File: src/vcos_pkg.sv
// Shared constants, types and helpers of the voxel column occlusion core.
package vcos_pkg;

    // Size of the column mark store and the widest step
    localparam int MAX_COLUMNS = 1024;
    localparam int MAX_STEP    = 8;

    // Field widths
    localparam int COLUMN_W   = 10;
    localparam int DEPTH_W    = 16;
    localparam int TERRAIN_W  = 8;
    localparam int COLOR_W    = 8;
    localparam int STEP_W     = 4;
    localparam int TOP_W      = 11;
    localparam int SPAN_TOP_W = 10;
    localparam int CAMERA_W   = 24;
    localparam int SCALE_W    = 16;
    localparam int HORIZON_W  = 12;

    // Input item kinds
    localparam logic KIND_FRAME  = 1'b0;
    localparam logic KIND_SAMPLE = 1'b1;

    // Configuration port
    localparam int CFG_INDEX_W = 2;
    localparam int CFG_DATA_W  = 24;
    localparam logic [CFG_INDEX_W-1:0] CFG_CAMERA_HEIGHT = 2'd0;
    localparam logic [CFG_INDEX_W-1:0] CFG_HEIGHT_SCALE  = 2'd1;
    localparam logic [CFG_INDEX_W-1:0] CFG_HORIZON_ROW   = 2'd2;
    localparam logic [CFG_INDEX_W-1:0] CFG_SCREEN_ROWS   = 2'd3;

    localparam logic [CAMERA_W-1:0]  CAMERA_RESET  = 24'd5120;
    localparam logic [SCALE_W-1:0]   SCALE_RESET   = 16'd30720;
    localparam logic [HORIZON_W-1:0] HORIZON_RESET = 12'd100;
    localparam logic [TOP_W-1:0]     SCREEN_RESET  = 11'd200;

    // Mark store: one RAM lane per column modulo LANES, one row per LANES columns
    localparam int LANE_BITS = (MAX_STEP > 2) ? $clog2(MAX_STEP) : 1;
    localparam int LANES     = 1 << LANE_BITS;
    localparam int ROWS      = (MAX_COLUMNS + LANES - 1) / LANES;
    localparam int ROW_W     = (ROWS > 2) ? $clog2(ROWS) : 1;
    localparam int ROOM_W    = (($clog2(MAX_COLUMNS + 1) > COLUMN_W) ?
                                $clog2(MAX_COLUMNS + 1) : COLUMN_W) + 1;
    localparam int CMP_W     = STEP_W + 1;

    // Projection arithmetic
    localparam int TERRAIN_SHIFT = 8;
    localparam int FRAC_SHIFT    = 12;
    localparam int DIFF_W        = CAMERA_W + 1;
    localparam int PROD_W        = DIFF_W + SCALE_W + 1;
    localparam int QIN_W         = PROD_W - FRAC_SHIFT;
    localparam int MAG_W         = QIN_W - 1;
    localparam int QUOT_W        = 12;
    localparam int REM_W         = DEPTH_W + QUOT_W;
    localparam int ROW_SUM_W     = QUOT_W + 2;

    typedef struct packed {
        logic                frame;
        logic                sample;
        logic [COLUMN_W-1:0] column;
        logic [STEP_W-1:0]   width;
        logic [COLOR_W-1:0]  color;
    } item_t;

    typedef struct packed {
        logic busy;
        logic clearing;
    } occl_status_t;

    function automatic logic [ROW_W-1:0] col_row(input logic [COLUMN_W-1:0] c);
        logic [ROOM_W-1:0] e;
        e = ROOM_W'(c) >> LANE_BITS;
        return e[ROW_W-1:0];
    endfunction

endpackage

File: src/vcos_front.sv
// Front stages: step clipping, height difference times scale, magnitude and range check.
module vcos_front (
    input  logic                           clk,
    input  logic                           rst_n,
    input  logic                           adv,
    input  logic                           in_fire,
    input  logic                           kind,
    input  logic [vcos_pkg::COLUMN_W-1:0]  column,
    input  logic [vcos_pkg::DEPTH_W-1:0]   depth,
    input  logic [vcos_pkg::TERRAIN_W-1:0] terrain_height,
    input  logic [vcos_pkg::COLOR_W-1:0]   texel_color,
    input  logic [vcos_pkg::STEP_W-1:0]    step_width,
    input  logic [vcos_pkg::CAMERA_W-1:0]  camera_height,
    input  logic [vcos_pkg::SCALE_W-1:0]   height_scale,
    output logic                           out_v,
    output vcos_pkg::item_t                out_item,
    output logic                           out_neg,
    output logic                           out_big,
    output logic [vcos_pkg::REM_W-1:0]     out_rem,
    output logic [vcos_pkg::DEPTH_W-1:0]   out_den
);

    import vcos_pkg::*;

    logic [STEP_W-1:0]         step_c;
    logic [ROOM_W-1:0]         col_ext;
    logic [ROOM_W-1:0]         room;
    logic                      in_range;
    logic [STEP_W-1:0]         width_c;
    item_t                     item_c;
    logic signed [DIFF_W-1:0]  diff;
    logic signed [PROD_W-1:0]  prod;
    logic [DEPTH_W-1:0]        den_c;

    logic                      v1_reg;
    item_t                     item1_reg;
    logic signed [PROD_W-1:0]  prod1_reg;
    logic [DEPTH_W-1:0]        den1_reg;

    logic signed [QIN_W-1:0]   qin;
    logic [QIN_W-1:0]          abs_full;
    logic                      v2_reg;
    item_t                     item2_reg;
    logic                      neg2_reg;
    logic [MAG_W-1:0]          mag2_reg;
    logic [DEPTH_W-1:0]        den2_reg;

    logic                      big_c;
    logic                      v3_reg;
    item_t                     item3_reg;
    logic                      neg3_reg;
    logic                      big3_reg;
    logic [REM_W-1:0]          rem3_reg;
    logic [DEPTH_W-1:0]        den3_reg;

    always_comb
    begin
        step_c = step_width;
        if (step_width == '0)
        begin
            step_c = STEP_W'(1);
        end
        else if (int'(step_width) > MAX_STEP)
        begin
            step_c = STEP_W'(MAX_STEP);
        end
        col_ext  = ROOM_W'(column);
        room     = ROOM_W'(MAX_COLUMNS) - col_ext;
        in_range = col_ext < ROOM_W'(MAX_COLUMNS);
        // clip the span at the right screen edge
        width_c  = (ROOM_W'(step_c) < room) ? step_c : room[STEP_W-1:0];

        item_c.frame  = (kind == KIND_FRAME);
        item_c.sample = (kind == KIND_SAMPLE) && in_range;
        item_c.column = column;
        item_c.width  = width_c;
        item_c.color  = texel_color;

        diff  = $signed({1'b0, camera_height})
              - $signed({{(DIFF_W - TERRAIN_W - TERRAIN_SHIFT){1'b0}}, terrain_height,
                         {TERRAIN_SHIFT{1'b0}}});
        prod  = diff * $signed({1'b0, height_scale});
        den_c = (depth == '0) ? DEPTH_W'(1) : depth;
    end

    always_comb
    begin
        qin      = prod1_reg[PROD_W-1:FRAC_SHIFT];
        abs_full = qin[QIN_W-1] ? QIN_W'(-qin) : QIN_W'(qin);
        big_c    = mag2_reg >= MAG_W'({den2_reg, {QUOT_W{1'b0}}});
    end

    always_ff @(posedge clk or negedge rst_n)
    begin
        if (!rst_n)
        begin
            v1_reg <= 1'b0;
            v2_reg <= 1'b0;
            v3_reg <= 1'b0;
        end
        else if (adv)
        begin
            v1_reg <= in_fire;
            v2_reg <= v1_reg;
            v3_reg <= v2_reg;
        end
    end

    always_ff @(posedge clk)
    begin
        if (adv)
        begin
            item1_reg <= item_c;
            prod1_reg <= prod;
            den1_reg  <= den_c;

            item2_reg <= item1_reg;
            neg2_reg  <= qin[QIN_W-1];
            mag2_reg  <= abs_full[MAG_W-1:0];
            den2_reg  <= den1_reg;

            item3_reg <= item2_reg;
            neg3_reg  <= neg2_reg;
            big3_reg  <= big_c;
            rem3_reg  <= mag2_reg[REM_W-1:0];
            den3_reg  <= den2_reg;
        end
    end

    assign out_v    = v3_reg;
    assign out_item = item3_reg;
    assign out_neg  = neg3_reg;
    assign out_big  = big3_reg;
    assign out_rem  = rem3_reg;
    assign out_den  = den3_reg;

endmodule

File: config.mk
export PLATFORM = sky130hd
export DESIGN_NAME = vcos_front
export DESIGN_NICKNAME = d
export VERILOG_FILES = /design/src/vcos_pkg.sv /design/src/vcos_front.sv
export SDC_FILE = /design/constraint.sdc
export NUM_CORES = 1
export LEC_CHECK = 0
export BUFFER_PORTS_ARGS = -buffer_cell sky130_fd_sc_hd__buf_2
export CAP_MARGIN = 25
export CORE_ASPECT_RATIO = 1.4
export CORE_UTILIZATION = 30
export DETAILED_ROUTE_END_ITERATION = 8
export GPL_TIMING_DRIVEN = 0
export SYNTH_ARGS = -nofsm -noshare
export SYNTH_HDL_FRONTEND = slang
export SYNTH_SLANG_ARGS = --single-unit
export TNS_END_PERCENT = 50
File: constraint.sdc
create_clock -name clk -period 5.7 [get_ports clk]
set_clock_uncertainty 0.1 [all_clocks]
set_input_delay 0.285 -clock clk [delete_from_list [all_inputs] [get_ports clk]]
set_output_delay 0.285 -clock clk [all_outputs]
set_load 0.05 [all_outputs]
==> out/results.md <==
| Group | Quantity | Reported |
| --- | --- | --- |
| logic synthesis | Number of warnings issued by yosys | 0 |
| sta | Max Clk Rate | 135 MHz |
| job | Number of max-cap violations | 0 |
| setup path | Element type at the critical path start | input pin |
| floorplan | Total number of placement rows | 122 |
| logic synthesis | Yosys cell types | 63 |
| clock network | Clock transition time at the flip-flop clock pins of the worst setup and hold paths | 60 ps |
| sta | Max Transition Viols Final | 0 |
| setup path | Crit path max-delay cell type | sky130_fd_sc_hd__fa_2 |
| global route | Overflow after GRT | 0 |
| setup path | Worst setup path category | in -> reg |
| route | DRC marker count from the first detailed-route iteration | 806 |
| clock network | Clock tree from TritonCTS | built |
| floorplan | Die H | 336 µm |
| global route | Vias in the first global route | 19,000 |
| global route | Number of antenna violations at the first check in global routing | 6 |
| clock network | Clk sinks | 213 |
| route | Via total after detailed routing | 17,400 |
| floorplan | Area of the placeable core | 0.0789 mm² |
| finish | Commonest non-fill, non-tap cells in the layout | sky130_fd_sc_hd__inv_1, sky130_fd_sc_hd__fa_1, sky130_fd_sc_hd__nand2_1 |
| setup path | Largest stage delay on the critical path | 640 ps |
| setup path | Critical path peak fanout | 5 |
| clock network | Clk buf depth | 3 |
| global route | Maximum number of pins on one net before global-route repair | 118 |
| clock network | Number of buffers created by CTS | 24 |
| logic synthesis | Number of storage elements in the synthesis netlist | 213 |
| sta | Final WS setup | -1700 ps |
| sta | Post-layout min period | 7400 ps |
| finish | Flip-flop count of the largest register, all copies and words added | 30 |
| sta | Number of endpoints with negative hold slack in the final report | 0 |
| run status | Result of the run | complete, but fails checks |
| global route | Wire length of the first global-routing pass | 106,000 µm |
| sta | Final setup fails | 29 |
| logic synthesis | Mean instance size in the synthesized netlist | 10.4 µm² |
| run status | Violated checks | negative setup slack |
| route | Remaining DRCs | 0 |
| route | Routed via count divided by cell count | 4.74 |
| place | Final HPWL from detailed placement | 55,000 µm |
| global route | Total Routing Usage GR | 0.176 |
| min path | Destination of the worst hold path | item1_reg[10] |
| place | GP Congestion | 0.949 |
| setup path | Reg2reg path depth | 7 |
| finish | Most frequent standard cell in the layout excluding fill and tap cells | sky130_fd_sc_hd__inv_1 |
| min path | Hold Path Stages | 3 |
| finish | Share of final-layout standard cells stronger than drive strength 1 | 0.199 |
| floorplan | Die Width | 241 µm |
| logic synthesis | Syn nets | 2,908 |
| clock network | Clock Tree Root | sky130_fd_sc_hd__clkbuf_16 |
| logic synthesis | Number of synthesized flops with an enable pin | 210 |
| floorplan | Effective utilization at floorplan | 0.303 |
| floorplan | Full die area | 0.0808 mm² |
| setup path | Cell family with most CP delay | adder cells |
| sta | RSZ-0062 raised after global routing | true |
| logic synthesis | Gate Count Post-Synth | 2,297 |
| setup path | Crit path buf inv count | 13 |
| setup path | Type of element capturing the critical path | register |
| clock network | H-tree levels | 1 |
| clock network | Clock network latency to the later pin of the worst-skew pair | 510 ps |
| setup path | Internal reg-to-reg setup slack | 2630 ps |
| finish | Fill cell total of the finished layout | 7,770 |
| logic synthesis | Sequential-to-total area share from yosys stat | 0.267 |
| route | Number of search-and-repair iterations in the first detailed-routing pass | 7 |
| sta | Slew @ Worst Pin | 935 ps |
| route | Residual antenna-violating net count after detailed routing | 0 |
| sta | Fin crit share | 1.30 |
| route | Final wirelength | 69,800 µm |
| sta | Headroom to the max-slew limit | 0.377 |
| setup path | Worst reg2reg path startpoint | prod1_reg[15] |
| place | Number of port buffers | 157 |
| setup path | Worst path required time | 5850 ps |
| sta | Hold slack final | 108 ps |
| logic synthesis | Post-synthesis instance area | 0.0239 mm² |
| floorplan | Total I/O pin count | 162 |
| min path | Critical hold path startpoint | step_width[2] |
| logic synthesis | Fraction of synthesis flops using an asynchronous set or reset pin | 0.0141 |
| finish | Utilization of the core after routing | 0.370 |
| min path | Hold Crit Class | in -> reg |
| logic synthesis | Post-synth top flop | sky130_fd_sc_hd__edfxtp_1 |
| route | Detailed-route wire length per cell | 19.0 µm |
| finish | Post-synthesis to final-layout area growth | 22.1% |
| setup path | FF-to-FF End | mag2_reg[26] |
| setup path | Arrival time at the worst endpoint | 7550 ps |
| finish | Final layout net count | 3,212 |
| setup path | Setup crit start | camera_height[8] |
[worst max path at each step]
stage | to | slack [ps] | cells past startpoint
2_1_floorplan | prod1_reg[41] | -1780 | 28
3_3_place_gp | prod1_reg[41] | -3140 | 31
3_5_place_dp | prod1_reg[41] | -3170 | 31
4_1_cts | prod1_reg[30] | -1640 | 31
5_1_grt | prod1_reg[38] | -1950 | 38
6_report | prod1_reg[38] | -1700 | 38
[logic make-up (layout without fill, tap and decap cells)]
| kind of cell | Yosys count | in the layout | share of synthesized area |
|---|---|---|---|
| AO/OA/AOI/OAI | 167 | 167 | 0.0482 |
| XOR/XNOR | 60 | 60 | 0.0220 |
| adder cells (fa/ha/maj) | 520 | 520 | 0.395 |
| buffers and inverters | 626 | 948 | 0.0997 |
| flip-flops | 213 | 213 | 0.267 |
| multiplexers | 57 | 57 | 0.0254 |
| other | 0 | 4 | 0 |
| AND/OR/NAND/NOR | 654 | 654 | 0.143 |
[worst min-delay path: cells and delay by family]
| kind | cells | cell delay (ps) |
|---|---|---|
| simple gates | 1 | 70 |
| buf+inv | 1 | 120 |
| mux | 1 | 70 |
[stage by stage]
stage	setup TNS [ps]	instances	worst slack, ps	area, µm²
floorplan	-32610	2297	-1780	24300
global placement	-72060	3508	-3140	26400
detailed placement	-70560	3510	-3170	26500
CTS	-30730	3652	-1640	28700
global route	-40360	3676	-1950	29200
finish	-33880	3677	-1700	29200
[synthesized netlist by cell type (2+ instances only)]
master | number | share of area
sky130_fd_sc_hd__o21ai_0 | 28 | 0.0059
sky130_fd_sc_hd__nand4_1 | 7 | 0.0018
sky130_fd_sc_hd__xor2_1 | 9 | 0.0033
sky130_fd_sc_hd__a211oi_1 | 3 | 0.00094
sky130_fd_sc_hd__buf_6 | 3 | 0.0014
sky130_fd_sc_hd__dfrtp_1 | 3 | 0.0031
sky130_fd_sc_hd__o211a_1 | 10 | 0.0042
sky130_fd_sc_hd__mux2i_1 | 27 | 0.011
sky130_fd_sc_hd__nand3_1 | 41 | 0.0086
sky130_fd_sc_hd__nand4b_1 | 17 | 0.0062
sky130_fd_sc_hd__a21oi_1 | 29 | 0.0061
sky130_fd_sc_hd__o31ai_1 | 10 | 0.0031
sky130_fd_sc_hd__a21boi_0 | 5 | 0.0016
sky130_fd_sc_hd__inv_1 | 495 | 0.078
sky130_fd_sc_hd__o2111ai_1 | 4 | 0.0015
sky130_fd_sc_hd__or3_1 | 7 | 0.0018
sky130_fd_sc_hd__and2_1 | 123 | 0.032
sky130_fd_sc_hd__or2_2 | 3 | 0.00079
sky130_fd_sc_hd__o41ai_1 | 7 | 0.0026
sky130_fd_sc_hd__a21o_1 | 8 | 0.0025
sky130_fd_sc_hd__buf_1 | 10 | 0.0016
sky130_fd_sc_hd__nand2b_1 | 74 | 0.019
sky130_fd_sc_hd__o211ai_1 | 8 | 0.0025
sky130_fd_sc_hd__ha_1 | 130 | 0.068
sky130_fd_sc_hd__buf_2 | 6 | 0.0013
sky130_fd_sc_hd__nor4_1 | 16 | 0.0042
sky130_fd_sc_hd__edfxtp_1 | 210 | 0.26
sky130_fd_sc_hd__fa_1 | 390 | 0.33
sky130_fd_sc_hd__nand2_1 | 249 | 0.039
sky130_fd_sc_hd__o31a_1 | 3 | 0.0011
sky130_fd_sc_hd__nand3b_1 | 2 | 0.00063
sky130_fd_sc_hd__or4_1 | 3 | 0.00094
sky130_fd_sc_hd__clkbuf_1 | 111 | 0.017
sky130_fd_sc_hd__nor3_1 | 17 | 0.0036
sky130_fd_sc_hd__a31oi_1 | 23 | 0.0060
sky130_fd_sc_hd__nor2_1 | 41 | 0.0064
sky130_fd_sc_hd__nor2b_1 | 17 | 0.0045
sky130_fd_sc_hd__a41o_1 | 3 | 0.0013
sky130_fd_sc_hd__mux2_2 | 30 | 0.014
sky130_fd_sc_hd__nor4b_1 | 17 | 0.0062
sky130_fd_sc_hd__xnor2_1 | 51 | 0.019
sky130_fd_sc_hd__o21a_1 | 13 | 0.0041
sky130_fd_sc_hd__and3_1 | 14 | 0.0037
[per-layer routing]
layer  part of all wire  global-route usage  vias up
li1                   -                   -     7809
met1               0.33               0.173     8730
met2               0.52               0.321      596
met3              0.054              0.0254      302
met4               0.10               0.149        4
met5            0.00030                   0        -
[layout make-up]
class,instances,area (µm²),share of cell area
Sequential cell,213,6380,0.219
Buffer,127,726,0.0249
Antenna cell,4,10.0,0.000343
Tap cell,1054,1320,0.0452
Clock inverter,11,136,0.00467
Multi-Input combinational cell,1458,16100,0.551
Clock buffer,33,654,0.0224
Timing Repair Buffer,282,1990,0.0682
Inverter,495,1880,0.0645
[what timing repair did]
item                                    4_1_cts  5_1_grt
buffers inserted                             64       23
gates resized for setup                     158       73
hold endpoints to repair                     40        0
hold buffers                                 38        0
endpoints found under the setup margin       30       30
pin swaps                                    60       48
Power is left out: the tool's default activity adds up to more than one toggle a clock period on the data nets, which glitch-free logic cannot reach.
