==> config.mk <==
export PLATFORM = sky130hd
export DESIGN_NAME = vcos_div
export DESIGN_NICKNAME = d
export VERILOG_FILES = /design/src/vcos_pkg.sv /design/src/vcos_div.sv
export SDC_FILE = /design/constraint.sdc
export NUM_CORES = 1
export LEC_CHECK = 0
export ABC_AREA = 1
export BUFFER_PORTS_ARGS = -buffer_cell sky130_fd_sc_hd__buf_2
export CAP_MARGIN = 20
export CORE_ASPECT_RATIO = 0.8
export CORE_UTILIZATION = 27
export CTS_CLUSTER_SIZE = 16
export DETAILED_ROUTE_END_ITERATION = 8
export HOLD_SLACK_MARGIN = 0.03
export PLACE_DENSITY_LB_ADDON = 0.3
export SYNTH_ARGS = -nofsm -noshare
export SYNTH_HDL_FRONTEND = slang
export SYNTH_SLANG_ARGS = --single-unit
==> constraint.sdc <==
create_clock -name clk -period 4.55 [get_ports clk]
set_input_delay 0.6825 -clock clk [delete_from_list [all_inputs] [get_ports clk]]
set_output_delay 0.6825 -clock clk [all_outputs]
set_load 0.02 [all_outputs]
==> src/vcos_pkg.sv <==
// Shared constants, types and helpers of the voxel column occlusion core.
package vcos_pkg;

    // Size of the column mark store and the widest step
    localparam int MAX_COLUMNS = 1024;
    localparam int MAX_STEP    = 8;

    // Field widths
    localparam int COLUMN_W   = 10;
    localparam int DEPTH_W    = 16;
    localparam int TERRAIN_W  = 8;
    localparam int COLOR_W    = 8;
    localparam int STEP_W     = 4;
    localparam int TOP_W      = 11;
    localparam int SPAN_TOP_W = 10;
    localparam int CAMERA_W   = 24;
    localparam int SCALE_W    = 16;
    localparam int HORIZON_W  = 12;

    // Input item kinds
    localparam logic KIND_FRAME  = 1'b0;
    localparam logic KIND_SAMPLE = 1'b1;

    // Configuration port
    localparam int CFG_INDEX_W = 2;
    localparam int CFG_DATA_W  = 24;
    localparam logic [CFG_INDEX_W-1:0] CFG_CAMERA_HEIGHT = 2'd0;
    localparam logic [CFG_INDEX_W-1:0] CFG_HEIGHT_SCALE  = 2'd1;
    localparam logic [CFG_INDEX_W-1:0] CFG_HORIZON_ROW   = 2'd2;
    localparam logic [CFG_INDEX_W-1:0] CFG_SCREEN_ROWS   = 2'd3;

    localparam logic [CAMERA_W-1:0]  CAMERA_RESET  = 24'd5120;
    localparam logic [SCALE_W-1:0]   SCALE_RESET   = 16'd30720;
    localparam logic [HORIZON_W-1:0] HORIZON_RESET = 12'd100;
    localparam logic [TOP_W-1:0]     SCREEN_RESET  = 11'd200;

    // Mark store: one RAM lane per column modulo LANES, one row per LANES columns
    localparam int LANE_BITS = (MAX_STEP > 2) ? $clog2(MAX_STEP) : 1;
    localparam int LANES     = 1 << LANE_BITS;
    localparam int ROWS      = (MAX_COLUMNS + LANES - 1) / LANES;
    localparam int ROW_W     = (ROWS > 2) ? $clog2(ROWS) : 1;
    localparam int ROOM_W    = (($clog2(MAX_COLUMNS + 1) > COLUMN_W) ?
                                $clog2(MAX_COLUMNS + 1) : COLUMN_W) + 1;
    localparam int CMP_W     = STEP_W + 1;

    // Projection arithmetic
    localparam int TERRAIN_SHIFT = 8;
    localparam int FRAC_SHIFT    = 12;
    localparam int DIFF_W        = CAMERA_W + 1;
    localparam int PROD_W        = DIFF_W + SCALE_W + 1;
    localparam int QIN_W         = PROD_W - FRAC_SHIFT;
    localparam int MAG_W         = QIN_W - 1;
    localparam int QUOT_W        = 12;
    localparam int REM_W         = DEPTH_W + QUOT_W;
    localparam int ROW_SUM_W     = QUOT_W + 2;

    typedef struct packed {
        logic                frame;
        logic                sample;
        logic [COLUMN_W-1:0] column;
        logic [STEP_W-1:0]   width;
        logic [COLOR_W-1:0]  color;
    } item_t;

    typedef struct packed {
        logic busy;
        logic clearing;
    } occl_status_t;

    function automatic logic [ROW_W-1:0] col_row(input logic [COLUMN_W-1:0] c);
        logic [ROOM_W-1:0] e;
        e = ROOM_W'(c) >> LANE_BITS;
        return e[ROW_W-1:0];
    endfunction

endpackage

==> src/vcos_div.sv <==
// Pipelined restoring divider: one quotient bit per stage.
module vcos_div (
    input  logic                         clk,
    input  logic                         rst_n,
    input  logic                         adv,
    input  logic                         in_v,
    input  vcos_pkg::item_t              in_item,
    input  logic                         in_neg,
    input  logic                         in_big,
    input  logic [vcos_pkg::REM_W-1:0]   in_rem,
    input  logic [vcos_pkg::DEPTH_W-1:0] in_den,
    output logic                         out_v,
    output vcos_pkg::item_t              out_item,
    output logic                         out_neg,
    output logic                         out_big,
    output logic [vcos_pkg::QUOT_W-1:0]  out_quot,
    output logic [vcos_pkg::REM_W-1:0]   out_rem
);

    import vcos_pkg::*;

    logic               v_reg    [QUOT_W];
    item_t              item_reg [QUOT_W];
    logic               neg_reg  [QUOT_W];
    logic               big_reg  [QUOT_W];
    logic [REM_W-1:0]   rem_reg  [QUOT_W];
    logic [DEPTH_W-1:0] den_reg  [QUOT_W];
    logic [QUOT_W-1:0]  quot_reg [QUOT_W];

    for (genvar s = 0; s < QUOT_W; s++)
    begin : g_step
        localparam int STEP_BIT = QUOT_W - 1 - s;

        logic               v_in;
        item_t              item_in;
        logic               neg_in;
        logic               big_in;
        logic [REM_W-1:0]   rem_in;
        logic [DEPTH_W-1:0] den_in;
        logic [QUOT_W-1:0]  quot_in;
        logic [REM_W-1:0]   trial;
        logic               take;

        if (s == 0)
        begin : g_first
            assign v_in    = in_v;
            assign item_in = in_item;
            assign neg_in  = in_neg;
            assign big_in  = in_big;
            assign rem_in  = in_rem;
            assign den_in  = in_den;
            assign quot_in = '0;
        end
        else
        begin : g_next
            assign v_in    = v_reg[s-1];
            assign item_in = item_reg[s-1];
            assign neg_in  = neg_reg[s-1];
            assign big_in  = big_reg[s-1];
            assign rem_in  = rem_reg[s-1];
            assign den_in  = den_reg[s-1];
            assign quot_in = quot_reg[s-1];
        end

        assign trial = REM_W'(den_in) << STEP_BIT;
        assign take  = rem_in >= trial;

        always_ff @(posedge clk or negedge rst_n)
        begin
            if (!rst_n)
            begin
                v_reg[s] <= 1'b0;
            end
            else if (adv)
            begin
                v_reg[s] <= v_in;
            end
        end

        always_ff @(posedge clk)
        begin
            if (adv)
            begin
                item_reg[s] <= item_in;
                neg_reg[s]  <= neg_in;
                big_reg[s]  <= big_in;
                den_reg[s]  <= den_in;
                rem_reg[s]  <= take ? (rem_in - trial) : rem_in;
                quot_reg[s] <= quot_in | (take ? (QUOT_W'(1) << STEP_BIT) : '0);
            end
        end
    end

    assign out_v    = v_reg[QUOT_W-1];
    assign out_item = item_reg[QUOT_W-1];
    assign out_neg  = neg_reg[QUOT_W-1];
    assign out_big  = big_reg[QUOT_W-1];
    assign out_quot = quot_reg[QUOT_W-1];
    assign out_rem  = rem_reg[QUOT_W-1];

endmodule

==> results of run 1 <==
cell type report:
class | count | area share [%]
Clock inverter | 64 | 1.19
Timing Repair Buffer | 163 | 1.82
Multi-Input combinational cell | 3426 | 30.7
Sequential cell | 914 | 49.9
Clock buffer | 111 | 4.48
Inverter | 950 | 6.51
Tap cell | 2380 | 5.42
cells by family (layout without fill, tap and decap cells):
family                     after synthesis  in the layout  share of synthesized area (%)
AOI/OAI and AO/OA                      230            230                           2.79
xor gates and xnor gates               101            101                           1.84
adders and majority gates              204            204                           5.48
buffers and inverters                  991           1288                           8.22
DFF                                    914            914                           56.8
and+or+nand+nor                       2891           2891                           24.9
worst max path at each step:
stage | end | slack, ps | depth (start not counted)
final | rem_reg[0][103] | 1560 | 12
after global routing | rem_reg[0][105] | 1370 | 12
after CTS | rem_reg[0][103] | 1640 | 12
after detailed placement | rem_reg[1][95] | 1640 | 12
after global placement | rem_reg[0][105] | 1640 | 12
after floorplan | rem_reg[0][17] | 2270 | 14
critical path: stages, from the launching register on:
cell and delay [ps]:
sky130_fd_sc_hd__edfxtp_1 410, sky130_fd_sc_hd__ha_1 410, sky130_fd_sc_hd__nand2_1 70, sky130_fd_sc_hd__inv_1 120, sky130_fd_sc_hd__nand2_1 120, sky130_fd_sc_hd__nor2_1 310
sky130_fd_sc_hd__nand2_1 140, sky130_fd_sc_hd__nor2_1 110, sky130_fd_sc_hd__nand2_1 180, sky130_fd_sc_hd__nand3_2 420, sky130_fd_sc_hd__inv_2 260, sky130_fd_sc_hd__nand2_1 110
sky130_fd_sc_hd__nand2_1 60
layer usage:
layer	track usage (%)	vias up
met2	21.0	780
met3	2.09	200
met1	19.8	16000
met5	0	-
li1	-	17500
met4	4.11	0
power by group through the flow:
stage,clock [mW],sequential (mW),combinational [mW]
floorplan,0,11.8,7.25
CTS,8.15,12.0,10.1
finish,7.87,11.9,10.1
global route,8.45,12.1,11.6
detailed placement,0,12.1,10.1
global placement,0,12.1,10.0
stage by stage:
stage          std cells  util, %
6_report            8008     31.0
5_1_grt             8008     31.0
4_1_cts             8008     31.0
3_5_place_dp        7832     29.2
3_3_place_gp        7832     29.2
2_1_floorplan       5331        -
what timing repair did:
item	in CTS	in global routing
setup endpoints to repair	0	0
hold buffers	1	0
endpoints found under the hold margin	12	0
cells in the final DEF (no fill, tap or decap), types with 18 or more instances in the layout:
cell and count:
sky130_fd_sc_hd__nor3_1 23, sky130_fd_sc_hd__inv_2 18, sky130_fd_sc_hd__a21oi_1 127, sky130_fd_sc_hd__ha_1 192, sky130_fd_sc_hd__nand2_1 1964, sky130_fd_sc_hd__nand4_1 63, sky130_fd_sc_hd__nand3b_1 36, sky130_fd_sc_hd__clkinv_2 21
sky130_fd_sc_hd__o21ai_0 36, sky130_fd_sc_hd__xor2_1 89, sky130_fd_sc_hd__buf_2 139, sky130_fd_sc_hd__nor2_1 387, sky130_fd_sc_hd__a21oi_2 36, sky130_fd_sc_hd__nand3_1 304, sky130_fd_sc_hd__inv_1 929, sky130_fd_sc_hd__edfxtp_1 902
sky130_fd_sc_hd__nor2_2 25, sky130_fd_sc_hd__clkbuf_16 96, sky130_fd_sc_hd__nand2_2 40
==> results, run 1 <==
- After detailed routing, the average wire length per cell comes to 15.5 microns.
- The final critical-path share of the clock period is 65.8%.
- Buffers added to address setup during post-CTS repair amount to 0.
- The worst register-to-register path has a depth of 12.
- The count of buffers from port buffering is 140.
- The leading area contributor after synthesis is sky130_fd_sc_hd__edfxtp_1.
- Per report_power, the sequential group accounts for 39.9% of the total.
- The slew at the pin closest to its max-slew limit is 971 ps.
- The floorplan step defined a die boundary enclosing 180000 sq um.
- Summing internal, switching and leakage power gives 29.9 mW.
- The post-cts resize count is 0.
- The flow ran to the end, and the final reports show no timing, DRC or antenna violations.
- Detailed routing inserted a total of 34400 vias.
- Wires add up to 124000 microns.
- The synthesized area per cell is 9.04 sq um.
- The maximum number of pins on one net before global-route repair is 114.
- In the post-synthesis netlist, the biggest area contributors are sky130_fd_sc_hd__edfxtp_1, sky130_fd_sc_hd__nand2_1, sky130_fd_sc_hd__inv_1.
- The synthesized design contains 914 register bits.
- The kind of capture point of the worst setup path is a flop.
- The number of clock buffers inserted by TritonCTS is 96.
- At the end of the flow, the number of nets in the layout was 5829.
- Measured along the x axis, the die boundary spans 474 microns.
- The antenna violation net count after detailed routing is 0.
- The flip-flop cell with the highest count after synthesis is sky130_fd_sc_hd__edfxtp_1.
- From bottom edge to top edge, the die measures 380 microns.
- Clock tree synthesis found a total of 914 sinks.
- The worst hold path begins at in_item[13].
- The sum of negative setup slack is 0 ps.
- Counting instances, the worst hold path has a depth of 1.
- For this configuration, the core starts out at a cell density of 27.2%.
- TritonCTS built the clock tree.
- The flip-flop count of the largest register, all copies and words added is 336.
- Data on the critical path is required at its endpoint by 4980 ps.
- The uppermost layer routed is met4.
- The global-route wire length before repair is 193000 microns.
- The switching power share of the total is 37.3%.
- During synthesis, Yosys emitted a total of 0 warnings.
- The final-report setup violation count is 0.
- Counting distinct cell types in the post-synthesis netlist gives 47.
- In this run the power spent charging and discharging nets is 11.2 mW.
- Once layout is done, the placed cells without fillers occupy 54900 sq um.
- Global routing finished with a remaining overflow of 0.
- Synthesis handed over a netlist of 5331 instances.
- Yosys instantiated no cell more often than sky130_fd_sc_hd__nand2_1.
- At the end of routability-driven placement, the weighted congestion stood at 0.875.
- The proportion of power drawn by the clock network is 26.3%.
- The post-detailed-placement half-perimeter wirelength is 97100 microns.
- The total count of hold-check failures in the final report was 0.
- The share of synthesized area in the top cell type comes to 56.2%.
- In the final layout, the multi-input gates occupy 16900 sq um.
- The worst setup path is of the flop to flop kind.
- After detailed routing, the wire length on met1 is 61700 microns.
- Global routing used 13.7% of the available tracks.
- Before antenna repair, the detailed router went through 6 iterations.
- Data arrives at the worst endpoint at 3420 ps.
- The number of antenna diodes in the final layout is 0.
- The commonest cells after synthesis are sky130_fd_sc_hd__nand2_1, sky130_fd_sc_hd__inv_1, sky130_fd_sc_hd__edfxtp_1, sky130_fd_sc_hd__nor2_1, sky130_fd_sc_hd__nand3_1.
- Summed over all nets, wire length on met3 after detailed routing comes to 5530 microns.
- The initial antenna violation count is 1.
- The net count after synthesis is 5609.
- The smallest clock period supported by the final layout is computed as 2990 ps.
- The number of max-slew violations in the final report is 0.
- After detailed routing, the met2 layer carries 53100 microns of wire.
- The longest clock path from root to sink contains 3 buffers.
- The least setup slack across all paths after layout is 1560 ps.
- The layout overhead on the synthesized area is 13.9%.
- The tightest min-delay check is of the input pin to flop type.
- The highest clock rate is 0.334 GHz.
- Setup repair after global routing left no endpoint under its margin.
- The number of H-tree levels is 3.
- The via count of the first global-routing pass was 33200.
- The floorplan step defined a core boundary enclosing 177000 sq um.
- The total leakage power is 24.7 nW.
- The floorplan has 138 rows.
- The largest vdd supply drop is 0.000331 V.
- At the placement stage, the worst setup path has a slack of 1640 ps.
- The cell area after synthesis is 48200 sq um.
- The critical path starts at rem_reg[0][76].
- In the routed layout, each cell is associated on average with a via count of 4.30.
- The capture point of the worst reg-to-reg path is rem_reg[0][103].
- The async set or reset register ratio after synthesis is 1.31%.
- The worst hold-check slack is 151 ps.
- The share of the yosys chip area belonging to registers is 56.8%.
- The launch point of the worst reg-to-reg path is rem_reg[0][76].
- Registers take 27400 sq um.
- The power density over the cells is 545 nW/um^2.
- The critical-path maximum fanout is 22.
- In this run the register-to-register setup slack is 1560 ps.
- Across the run, the number of max-cap violations was 0.
- Cell internal power was estimated by the tool at 18.8 mW.
- The count of boundary I/O pins is 141.
- The worst setup path is launched from a flop.
- The master cell of the clock root buffer is sky130_fd_sc_hd__clkbuf_16.
- The worst clock skew on the final layout is 30.1 ps.
- Clock-pin slew was measured on the worst setup and hold paths at 60 ps.
- The fraction of layout instances using a drive strength above 1 is 8.26%.
- The end of the worst hold path is item_reg[0][13].
- In this run, the number of DRC markers left after iteration 0 of detailed routing was 2663.
- The insertion delay of the later-clocked pin in the worst-skew pair is 720 ps.
- The number of synthesized flops with an enable pin is 902.
- The relative max-transition margin is 35.1%.
- The portion of total power attributed to combinational logic is 33.8%.
- The post-route DRC violation count is 0.
- The fill cell total of the finished layout is 18500.
- Once placement finished, the instance area stood at 51800 sq um.
Power figures use the tool's default switching activity.
==> run 2, diff against run 1 <==
--- a/config.mk
+++ b/config.mk
@@ -5,7 +5,7 @@
 export SDC_FILE = /design/constraint.sdc
 export NUM_CORES = 1
 export LEC_CHECK = 0
-export ABC_AREA = 1
+export ABC_AREA = 0
 export BUFFER_PORTS_ARGS = -buffer_cell sky130_fd_sc_hd__buf_2
 export CAP_MARGIN = 20
 export CORE_ASPECT_RATIO = 0.8
==> constraint.sdc (replaced) <==
create_clock -name clk -period 3.15 [get_ports clk]
set_input_delay 0.4725 -clock clk [delete_from_list [all_inputs] [get_ports clk]]
set_output_delay 0.4725 -clock clk [all_outputs]
set_load 0.02 [all_outputs]
==> run 2 against run 1 <==
The flow now finishes with violations (DRC). Via count is 33% lower. Critical path depth is 1 lower. First-iteration DRC count is 54% lower. Largest power group unchanged. Critical path type unchanged. Die area is 15% lower. Core utilization is 1.9 points higher. Routed wire length is 42% lower. Maximum frequency is 4.5% lower. Clock power is 41% higher. Sequential power is 45% higher.
==> results, run 2 <==
- The kind of capture point of the worst setup path is a flop (unchanged).
- The highest clock rate is 0.319 GHz (was 0.334 GHz).
- The post-layout instance count excluding filler cells is 5440 (was 8008).
- The global-route wire length before repair is 115000 microns (was 193000 microns).
- The most instantiated library cell after synthesis is sky130_fd_sc_hd__edfxtp_1 (was sky130_fd_sc_hd__nand2_1).
- The final critical delay including setup and external delays was 3130 ps (was 2990 ps).
- The final-report setup violation count is 0 (unchanged).
- The number of rows created at floorplan came to 127 (was 138).
- The count of boundary I/O pins came to 141 (unchanged).
- Cells taking the most area after synthesis: sky130_fd_sc_hd__edfxtp_1, sky130_fd_sc_hd__ha_1, sky130_fd_sc_hd__xnor2_1 (was sky130_fd_sc_hd__edfxtp_1, sky130_fd_sc_hd__nand2_1, sky130_fd_sc_hd__inv_1).
- The path type of the worst min-delay path is input pin to flop (unchanged).
- The maximum number of pins on one net before global-route repair is 71 (was 114).
- The full die area is 153000 sq um (was 180000 sq um).
- The post-detailed-placement half-perimeter wirelength is 51400 microns (was 97100 microns).
- The detail-routed net length per standard cell is 13.3 microns (was 15.5 microns).
- The count of placed standard cells including taps is 5202 (was 7832).
- The final critical-path share of the clock period was 99.5% (was 65.8%).
- The global-route met2 utilization is 14.8% (was 21.0%).
- The number of H-tree levels is 3 (unchanged).
- The area share of the largest cell type after synthesis is 66.2% (was 56.2%).
- Synth top cells by count: sky130_fd_sc_hd__edfxtp_1, sky130_fd_sc_hd__inv_1, sky130_fd_sc_hd__a21oi_1, sky130_fd_sc_hd__ha_1, sky130_fd_sc_hd__nor2_1 (was sky130_fd_sc_hd__nand2_1, sky130_fd_sc_hd__inv_1, sky130_fd_sc_hd__edfxtp_1, sky130_fd_sc_hd__nor2_1, sky130_fd_sc_hd__nand3_1).
- The via count normalized by instance count came to 4.23 (was 4.30).
- The initial standard-cell utilization of the core was 27.2% (about the same).
- The clock transition at the register clock pins on the worst setup and hold paths after CTS is 60 ps (about the same).
- The total count of hold-check failures in the final report is 0 (unchanged).
- The capture point of the worst reg-to-reg path is rem_reg[0][111] (was rem_reg[0][103]).
- The total vias in the final route was 23000 (was 34400).
- The layout overhead on the synthesized area was 20.7% (was 13.9%).
- The synthesized area per cell is 13.9 sq um (was 9.04 sq um).
- The net count after synthesis is 3226 (was 5609).
- The cell area after synthesis is 40900 sq um (was 48200 sq um).
- The flip-flop cell with the highest count after synthesis is sky130_fd_sc_hd__edfxtp_1 (unchanged).
- The CTS tree is done (unchanged).
- The final reports fail on DRC.
- The setup slack on the worst flop-to-flop path is 20 ps (was 1560 ps).
- The required time of the critical path is 3590 ps (was 4980 ps).
- The share of the yosys chip area belonging to registers is 67.0% (was 56.8%).
- The number of DRC violations after detailed-routing iteration 0 is 1227 (was 2663).
- The number of buffers on the longest clock path came to 3 (unchanged).
- The clock net sink count came to 914 (unchanged).
- The vertical extent of the die is 350 microns (was 380 microns).
- The largest vdd supply drop is 0.000454 V (was 0.000331 V).
- The antenna violation net count after detailed routing is 0 (unchanged).
- The post-route DRC violation count is 11 (was 0).
- The sum of negative setup slack is 0 ps (unchanged).
- The power density over the cells is 805 nW/um^2 (was 545 nW/um^2).
- The worst clock skew on the final layout was 29.5 ps (was 30.1 ps).
- The slew at the pin closest to its max-slew limit is 689 ps (was 971 ps).
- The fraction of layout instances using a drive strength above 1 is 17.5% (was 8.26%).
- The via count of the first global-routing pass is 22800 (was 33200).
- The worst path arrival time is 3580 ps (was 3420 ps).
- The global-route usage over all layers is 9.23% (was 13.7%).
- The max capacitance violation total is 0 (unchanged).
- The warning count from the yosys run came to 0 (unchanged).
- The post-detailed-routing wire length was 72300 microns (was 124000 microns).
- The number of cells traversed by the worst register-to-register path is 11 (was 12).
- The total leakage power is 18.6 nW (was 24.7 nW).
- The met3 global-route usage was 2.24% (was 2.09%).
- The kind of start point of the critical path is a flop (unchanged).
- The initial antenna violation count is 0 (was 1).
- The number of clock buffers inserted by TritonCTS is 97 (was 96).
- The count of inserted antenna diode cells is 0 (unchanged).
- The async set or reset register ratio after synthesis is 1.31% (unchanged).
- The worst setup path startpoint is den_reg[2][0] (was rem_reg[0][76]).
- Unrepaired setup endpoints after global routing: yes (was no).
- The post-synthesis register bit count is 914 (unchanged).
- The total congestion overflow after global routing is 0 (unchanged).
- The termination of the worst setup path is rem_reg[0][111] (was rem_reg[0][103]).
- The leading area contributor after synthesis is sky130_fd_sc_hd__edfxtp_1 (unchanged).
- The number of synthesized flops with an enable pin is 902 (unchanged).
- The horizontal die dimension is 437 microns (was 474 microns).
- The relative max-transition margin was 54.1% (was 35.1%).
- The met1 usage in global routing is 12.0% (was 19.8%).
- The leading cell type in the layout, fill and taps excluded is sky130_fd_sc_hd__edfxtp_1 (was sky130_fd_sc_hd__nand2_1).
- Most frequent cells in the layout: sky130_fd_sc_hd__edfxtp_1, sky130_fd_sc_hd__inv_1, sky130_fd_sc_hd__a21oi_1 (was sky130_fd_sc_hd__nand2_1, sky130_fd_sc_hd__inv_1, sky130_fd_sc_hd__edfxtp_1).
- The global placer's final weighted congestion came to 0.823 (was 0.875).
- The post-synthesis cell count is 2948 (was 5331).
- The insertion delay of the later-clocked pin in the worst-skew pair was 690 ps (was 720 ps).
- The count of buffers from port buffering was 140 (unchanged).
- The floorplan core area came to 150000 sq um (was 177000 sq um).
- The number of max-slew violations in the final report is 0 (unchanged).
- The net count reported at finish is 3645 (was 5829).
- The count of cell types in the netlist is 84 (was 47).
- The category of the critical setup timing path is flop to flop (unchanged).
- The master cell of the clock root buffer is sky130_fd_sc_hd__clkbuf_16 (unchanged).
- The layer with the highest usage after global routing is met2 (unchanged).
- The fill cell total of the finished layout came to 14800 (was 18500).
- The launch point of the worst reg-to-reg path is den_reg[2][0] (was rem_reg[0][76]).
- The iteration count of the initial detailed-routing pass was 7 (was 6).
- The flip-flop count of the largest register, all copies and words added is 336 (unchanged).
- The critical-path maximum fanout was 2 (was 22).
- Outcome: complete, but fails checks (was finished, final reports clean).
[run 2: what timing repair did]
action                                  in CTS  in global routing
setup buffers                                0                 10
cloned                                       0                  0
pin swaps                                    2                 20
resized for setup                            5                 69
endpoints found under the hold margin       66                  0
endpoints found under the setup margin      22                129
hold buffers                                55                  0
[run 2: worst max-delay path, stage by stage (launching register included)]
cell                       delay [ps]
sky130_fd_sc_hd__edfxtp_1         430
sky130_fd_sc_hd__ha_4             200
sky130_fd_sc_hd__fa_2             390
sky130_fd_sc_hd__nor2b_2          130
sky130_fd_sc_hd__o21ai_2           70
sky130_fd_sc_hd__a21boi_2         200
sky130_fd_sc_hd__o31ai_4          110
sky130_fd_sc_hd__a211oi_2         280
sky130_fd_sc_hd__a21oi_2          100
sky130_fd_sc_hd__or4_4            420
sky130_fd_sc_hd__or4_4            420
sky130_fd_sc_hd__xnor2_1          130
[run 2: kinds of logic after synthesis]
logic type	Yosys count	share of synthesized area, %
multiplexers	78	2.17
adder cells (fa/ha/maj)	204	6.46
flip-flops	914	67.0
buffers and inverters	301	2.83
AND/OR/NAND/NOR	648	8.02
AO/OA/AOI/OAI	582	8.83
XOR/XNOR	221	4.73
[run 2: final cells by class]
type	count	area (sq um)	area share [%]
inverter	253	950	1.92
clock inverter	51	517	1.05
multi-input combinational	1733	12700	25.6
tap	1999	2500	5.07
timing repair buffer	368	2780	5.64
clock buffer	122	2560	5.19
sequential	914	27400	55.5
[run 2: per-stage QoR]
step	instance area, sq um	utilization [%]	total power, mW	setup slack, ps	hold slack, ps
after global routing	49300	32.9	42.2	-110	64.8
after CTS	49000	32.6	40.0	-46.8	37.1
after global placement	45400	30.2	28.4	-196	358
final	49300	32.9	39.7	15.8	116
after detailed placement	45400	30.2	28.5	-226	361
after floorplan	40900	-	25.2	13.0	177
[run 2: worst min path at each step]
stage	cells past startpoint	to	start	slack [ps]
finish	3	rem_reg[0][27]	in_rem[27]	120
global route	2	rem_reg[0][15]	in_rem[15]	60
CTS	2	rem_reg[0][19]	in_rem[19]	40
detailed placement	1	g_step[11].v_in	rst_n	360
global placement	1	out_v	rst_n	360
floorplan	0	g_step[10].v_in	rst_n	180
[run 2: routing by layer]
| metal | wire length, microns | vias up |
|---|---|---|
| li1 | - | 11800 |
| met1 | 34700 | 10700 |
| met2 | 32300 | 337 |
| met3 | 2820 | 149 |
| met4 | 2490 | 0 |
| met5 | 0 | - |
[run 2: power by group]
group | switching, mW | internal (mW) | total [mW]
combinational | 5.95 | 5.39 | 11.3
sequential | 1.16 | 16.1 | 17.3
clock | 4.66 | 6.43 | 11.1
total | 11.8 | 28.0 | 39.7
